`config.mk`:
```
export PLATFORM = sky130hd
export DESIGN_NAME = sdc_ctrl
export DESIGN_NICKNAME = d
export VERILOG_FILES = /design/src/rtl/sdc_pkg.sv /design/src/rtl/sdc_ctrl.sv
export SDC_FILE = /design/constraint.sdc
export NUM_CORES = 1
export LEC_CHECK = 0
export BUFFER_PORTS_ARGS = -buffer_cell sky130_fd_sc_hd__buf_2
export CAP_MARGIN = 5
export CORE_AREA = 2 2 39 41
export DETAILED_ROUTE_END_ITERATION = 16
export DIE_AREA = 0 0 41 43
export SKIP_LAST_GASP = 1
export SYNTH_ARGS = -nofsm -noshare
export SYNTH_HDL_FRONTEND = slang
export SYNTH_SLANG_ARGS = --single-unit
```
`constraint.sdc`:
```
create_clock -name clk -period 1.38 [get_ports clk]
set_input_delay 0.276 -clock clk [delete_from_list [all_inputs] [get_ports clk]]
set_output_delay 0.276 -clock clk [all_outputs]
set_load 0.005 [all_outputs]
```
`src/rtl/sdc_pkg.sv`:
```
`default_nettype none
package sdc_pkg;
  localparam int MAX_SEGMENT = 256;
  localparam int ADDR_W      = $clog2(MAX_SEGMENT);
  localparam int COUNT_W     = 9;
  localparam int COLUMN_BITS = 16;
  localparam int COLOR_W     = 24;
  localparam logic [COUNT_W-1:0] SEG_LEN_RESET = COUNT_W'(192);

  typedef struct packed {
    logic start;      // latch pixel, handle line and segment start
    logic read;       // read table entry at scan index
    logic advance;    // step to next entry
    logic append;     // store new color at fill position
    logic hit_write;  // write back incremented count
    logic finish;     // update best, counters, maybe emit
  } cmd_t;

  typedef struct packed {
    logic at_end;     // scan index reached fill count
    logic hit;        // read entry matches pixel color
    logic emit;       // this pixel closes the segment
    logic out_free;   // output register can take a result
  } status_t;
endpackage
`default_nettype wire

```
`src/rtl/sdc_ctrl.sv`:
```
`default_nettype none
module sdc_ctrl
  import sdc_pkg::*;
(
  input  wire     clk,
  input  wire     rst,
  input  wire     in_valid,
  output logic    in_ready,
  input  status_t status,
  output cmd_t    cmd
);
  localparam logic [1:0] ST_IDLE   = 2'd0;
  localparam logic [1:0] ST_SCAN   = 2'd1;
  localparam logic [1:0] ST_CMP    = 2'd2;
  localparam logic [1:0] ST_FINISH = 2'd3;

  logic [1:0] state, state_next;

  always_ff @(posedge clk) begin
    if (rst) state <= ST_IDLE;
    else     state <= state_next;
  end

  always_comb begin
    cmd        = '0;
    in_ready   = 1'b0;
    state_next = state;
    case (state)
      ST_IDLE: begin
        in_ready = 1'b1;
        if (in_valid) begin
          cmd.start  = 1'b1;
          state_next = ST_SCAN;
        end
      end
      ST_SCAN: begin
        if (status.at_end) begin
          cmd.append = 1'b1;
          state_next = ST_FINISH;
        end else begin
          cmd.read   = 1'b1;
          state_next = ST_CMP;
        end
      end
      ST_CMP: begin
        if (status.hit) begin
          cmd.hit_write = 1'b1;
          state_next    = ST_FINISH;
        end else begin
          cmd.advance = 1'b1;
          state_next  = ST_SCAN;
        end
      end
      ST_FINISH: begin
        if (!status.emit || status.out_free) begin
          cmd.finish = 1'b1;
          state_next = ST_IDLE;
        end
      end
      default: state_next = ST_IDLE;
    endcase
  end
endmodule
`default_nettype wire

```
=== Yosys cells after proc, flatten, opt, wreduce, memory -nomap -nowiden ===
Index checks and enable logic that the tools add are counted.

* Flip-flop bits (word level): 2
* Output and inout bits: 7
* Logic and storage cells: 28

* Eq/ne operators: 5
* Mux-type cells: 18
* Reductions and logical operators: 4

{| class="wikitable"
|+ Operators with widths
! operator !! count
|-
| 2-to-1 mux 1 bit || 14
|-
| case mux 2 bit (4 select lines) || 1
|-
| 2-to-1 mux 2 bit || 3
|-
| == test 2 bit (second input constant) || 2
|-
| != test 2 bit (second input constant) || 2
|-
| == test 2 x 1 -> 1 bit (second input constant) || 1
|-
| logical NOT 2 bit || 1
|-
| AND reduction 2 bit || 1
|-
| logical NOT 1 bit || 1
|-
| logical OR 1 bit || 1
|}

=== Logic depth before layout (Yosys ltp) ===
* Depth in word-level cells: 4
* Depth in mapped cells: 3

=== Least setup slack after synthesis ===
OpenSTA, ideal clock, no wires.

* Path type: register to output
* Start point: reg state[1]
* End point: out cmd[0] in the netlist's numbering
* Arrival time: 0.729 ns
* Required time: 1.104 ns
* Setup slack: 0.375 ns
* Stages on the path, launching flop included: 3
* Cell sequence: dfxtp_1 a21boi_4 and2_2

{| class="wikitable"
|+ RTL lines
! element !! RTL line !! RTL
|-
| from (decl) || sdc_ctrl.sv:17 || <nowiki>logic [1:0] state, state_next;</nowiki>
|-
| from (signal assigned) || sdc_ctrl.sv:21 || <nowiki>else state <= state_next;</nowiki>
|-
| to (decl) || sdc_ctrl.sv:10 || <nowiki>output cmd_t cmd</nowiki>
|}

==> run_results.csv <==
group,metric,value,unit
outcome,outcome,"complete, no violations",
sta,rsz0062_at_grt,"no",
sta,maxSlewViolCount,0,
place,dp_cells,47,
clock_tree,cts_tree,"built",
power_and_ir_drop,p_seq_share,28.5,%
synth,yosys_warnings,0,
sta,hold_violations,0,
clock_tree,clockRootBuffer,"clkbuf_4",
floorplan,dieArea,1763,µm²
power_and_ir_drop,pwr-share-comb,23.5,%
worst_setup_path,critPathKind,"flop to primary output",
sta,max_freq,753.5,MHz
synth,synth_top_cell_by_area,"dfxtp_1",
place,portBuffers,13,
synth,syn_area,151.4,µm²
floorplan,rows,14,
clock_tree,htreeDepth,1,
global_route,grt_remaining_overflow,0,
synth,avgSynthCellArea,8.411,µm²
routing,final_antenna_net_count,0,
synth,synth_area_leaders,"dfxtp_1 (26%), and3b_2 (13%), a21boi_4 (12%)",
synth,yosysTopAreaCellShare,26.45,%
hold_path,worstHoldPathType,"primary input to flop",
clock_tree,clk_pin_slew_worst_paths,0.03,ns
worst_setup_path,cp-end-kind,"primary output",
cells_and_area,drive_above_1_share,61.76,%
floorplan,ios,14,
clock_tree,cts_resized,1,
cells_and_area,diodes,0,
floorplan,core_area,1384,µm²
clock_tree,cts_setup_buffers,0,
routing,wl,414,µm
global_route,grt_pass1_wl,476,µm
synth,synth_seq_cells,2,
global_route,antenna_found_initial,0,
sta,tightest_slew,0.2211,ns
global_route,grt_usage,4.609,%
clock_tree,clock-sinks,2,
worst_setup_path,worstPathArrival,1.05,ns
sta,tns,0,ns
routing,drc,0,
routing,viasPerCell,3.640,
synth,syn-num-nets,25,
routing,vias,182,
synth,synthesis.instances,18,
sta,fin_crit_sh,96.16,%
sta,relSlewSlack,85.24,%
place,gp_congestion,0.6683,
routing,dr.first_iter.drc_count,0,
global_route,grt_pass1_vias,139,
synth,synth_cell_types,12,
sta,finalCriticalPeriod,1.327,ns
cells_and_area,area_growth,71.90,%
power_and_ir_drop,clkPwrFrac,48.0,%
routing,wl_per_cell,8.280,µm
cells_and_area,layout.nets,43,
worst_setup_path,cp_max_fo,8,
worst_setup_path,worstPathRequired,1.10,ns
cells_and_area,finalNonFillerCells,50,
cells_and_area,fillerInstances,158,
synth,synthFlopType,"dfxtp_1",
power_and_ir_drop,power.density,1069,nW/µm²
job,cap_violations,0,
floorplan,start_util,10.94,%
sta,finalSetupViolCount,0,
synth,synth_edf_count,0,
cells_and_area,largest_reg_flops,2,
clock_tree,max-clock-path-buffers,2,
cells_and_area,largestRegisters,"state (2)",
floorplan,die_x,41,µm
global_route,grt_max_degree,9,
power_and_ir_drop,p_leak,0.1371,nW
floorplan,die-height,43,µm
clock_tree,clock_latency,0.23,ns
worst_setup_path,startpoint_type,"flop",
synth,synth_common_cells,"nor2_1 (3), and3b_2 (2), dfxtp_1 (2), inv_1 (2), nor3b_1 (2)",
power_and_ir_drop,p_total,0.0002782,W
cells_and_area,regMostFlops,"state",
sta,clock-skew-final,0.001915,ns
power_and_ir_drop,ir_drop,0.0001641,V
power_and_ir_drop,p_sw_share,27.32,%
power_and_ir_drop,p_int,0.0002022,W
clock_tree,cts_hold_buf,0,
synth,synthMostInstantiatedCell,"nor2_1",
synth,async_flop_share,0,%
synth,seq_area_frac_synth,26.45,%
routing,drt_pass1_iterations,1,
clock_tree,numCtsBuffers,3,
power_and_ir_drop,p_sw,0.00007601,W
## cells in the final DEF, fill, tap and decap left out, types with 2 or more instances in the layout
cell and count:
inv_1 2, clkbuf_4 3, nor3b_1 2, nor2_1 3, and3b_2 2, buf_2 13
## worst paths after layout
path                 start  endpoint  slack [ns]  cells past startpoint
setup / recovery  state[1]    cmd[0]        0.05                      3
setup reg to reg  state[0]  state[1]        0.49                      2
hold / removal    in_valid  state[0]        0.29                      3
hold reg to reg   state[1]  state[0]        0.56                      2
## final cells by class
| class | count | area [µm²] | share of cell area, % |
|---|---|---|---|
| clock buffer | 3 | 22.52 | 8.654 |
| inverter | 2 | 7.507 | 2.885 |
| multi-input combinational | 14 | 103.9 | 39.90 |
| sequential | 2 | 41.29 | 15.87 |
| tap | 16 | 20.02 | 7.692 |
| timing repair buffer | 13 | 65.06 | 25.00 |
## power groups by stage
stage | logic, W | registers (W) | clock network, W
floorplan | 0.0000363 | 0.0000756 | 0
finish | 0.0000654 | 0.0000794 | 0.000133
global route | 0.0000727 | 0.0000810 | 0.000147
detailed placement | 0.0000667 | 0.0000796 | 0
CTS | 0.0000669 | 0.0000795 | 0.000140
global placement | 0.0000657 | 0.0000793 | 0
## per-stage QoR
stage	hold slack, ns	utilization, %	area, µm²	setup slack (ns)
detailed placement	0.5229	17.09	236.5	0.2085
finish	0.2932	18.81	260.3	0.05294
global placement	0.5267	17.09	236.5	0.2159
floorplan	0.4103	-	151.4	0.3747
global route	0.3160	18.81	260.3	0.007680
CTS	0.2869	18.81	260.3	0.03904
## logic make-up (layout without fill, tap and decap cells)
family	Yosys count	count (layout)	share of synthesized area, %
and+or+nand+nor	10	10	42.15
AOI/OAI and AO/OA	4	4	26.45
buffers and inverters	2	18	4.961
DFF	2	2	26.45
## critical path, stage by stage (launching register included)
cell and delay (ns):
dfxtp_2 0.37, a21boi_4 0.21, and2_2 0.15, buf_2 0.10
## routing by layer
layer	part of all wire [%]	vias up	GRT usage (%)
met5	0	-	0
met4	3.6	0	8.000
met3	9.9	2	1.571
met2	49	9	5.625
met1	37	76	4.153
li1	-	95	-
Note: power is estimated with default switching activity, not from simulation.
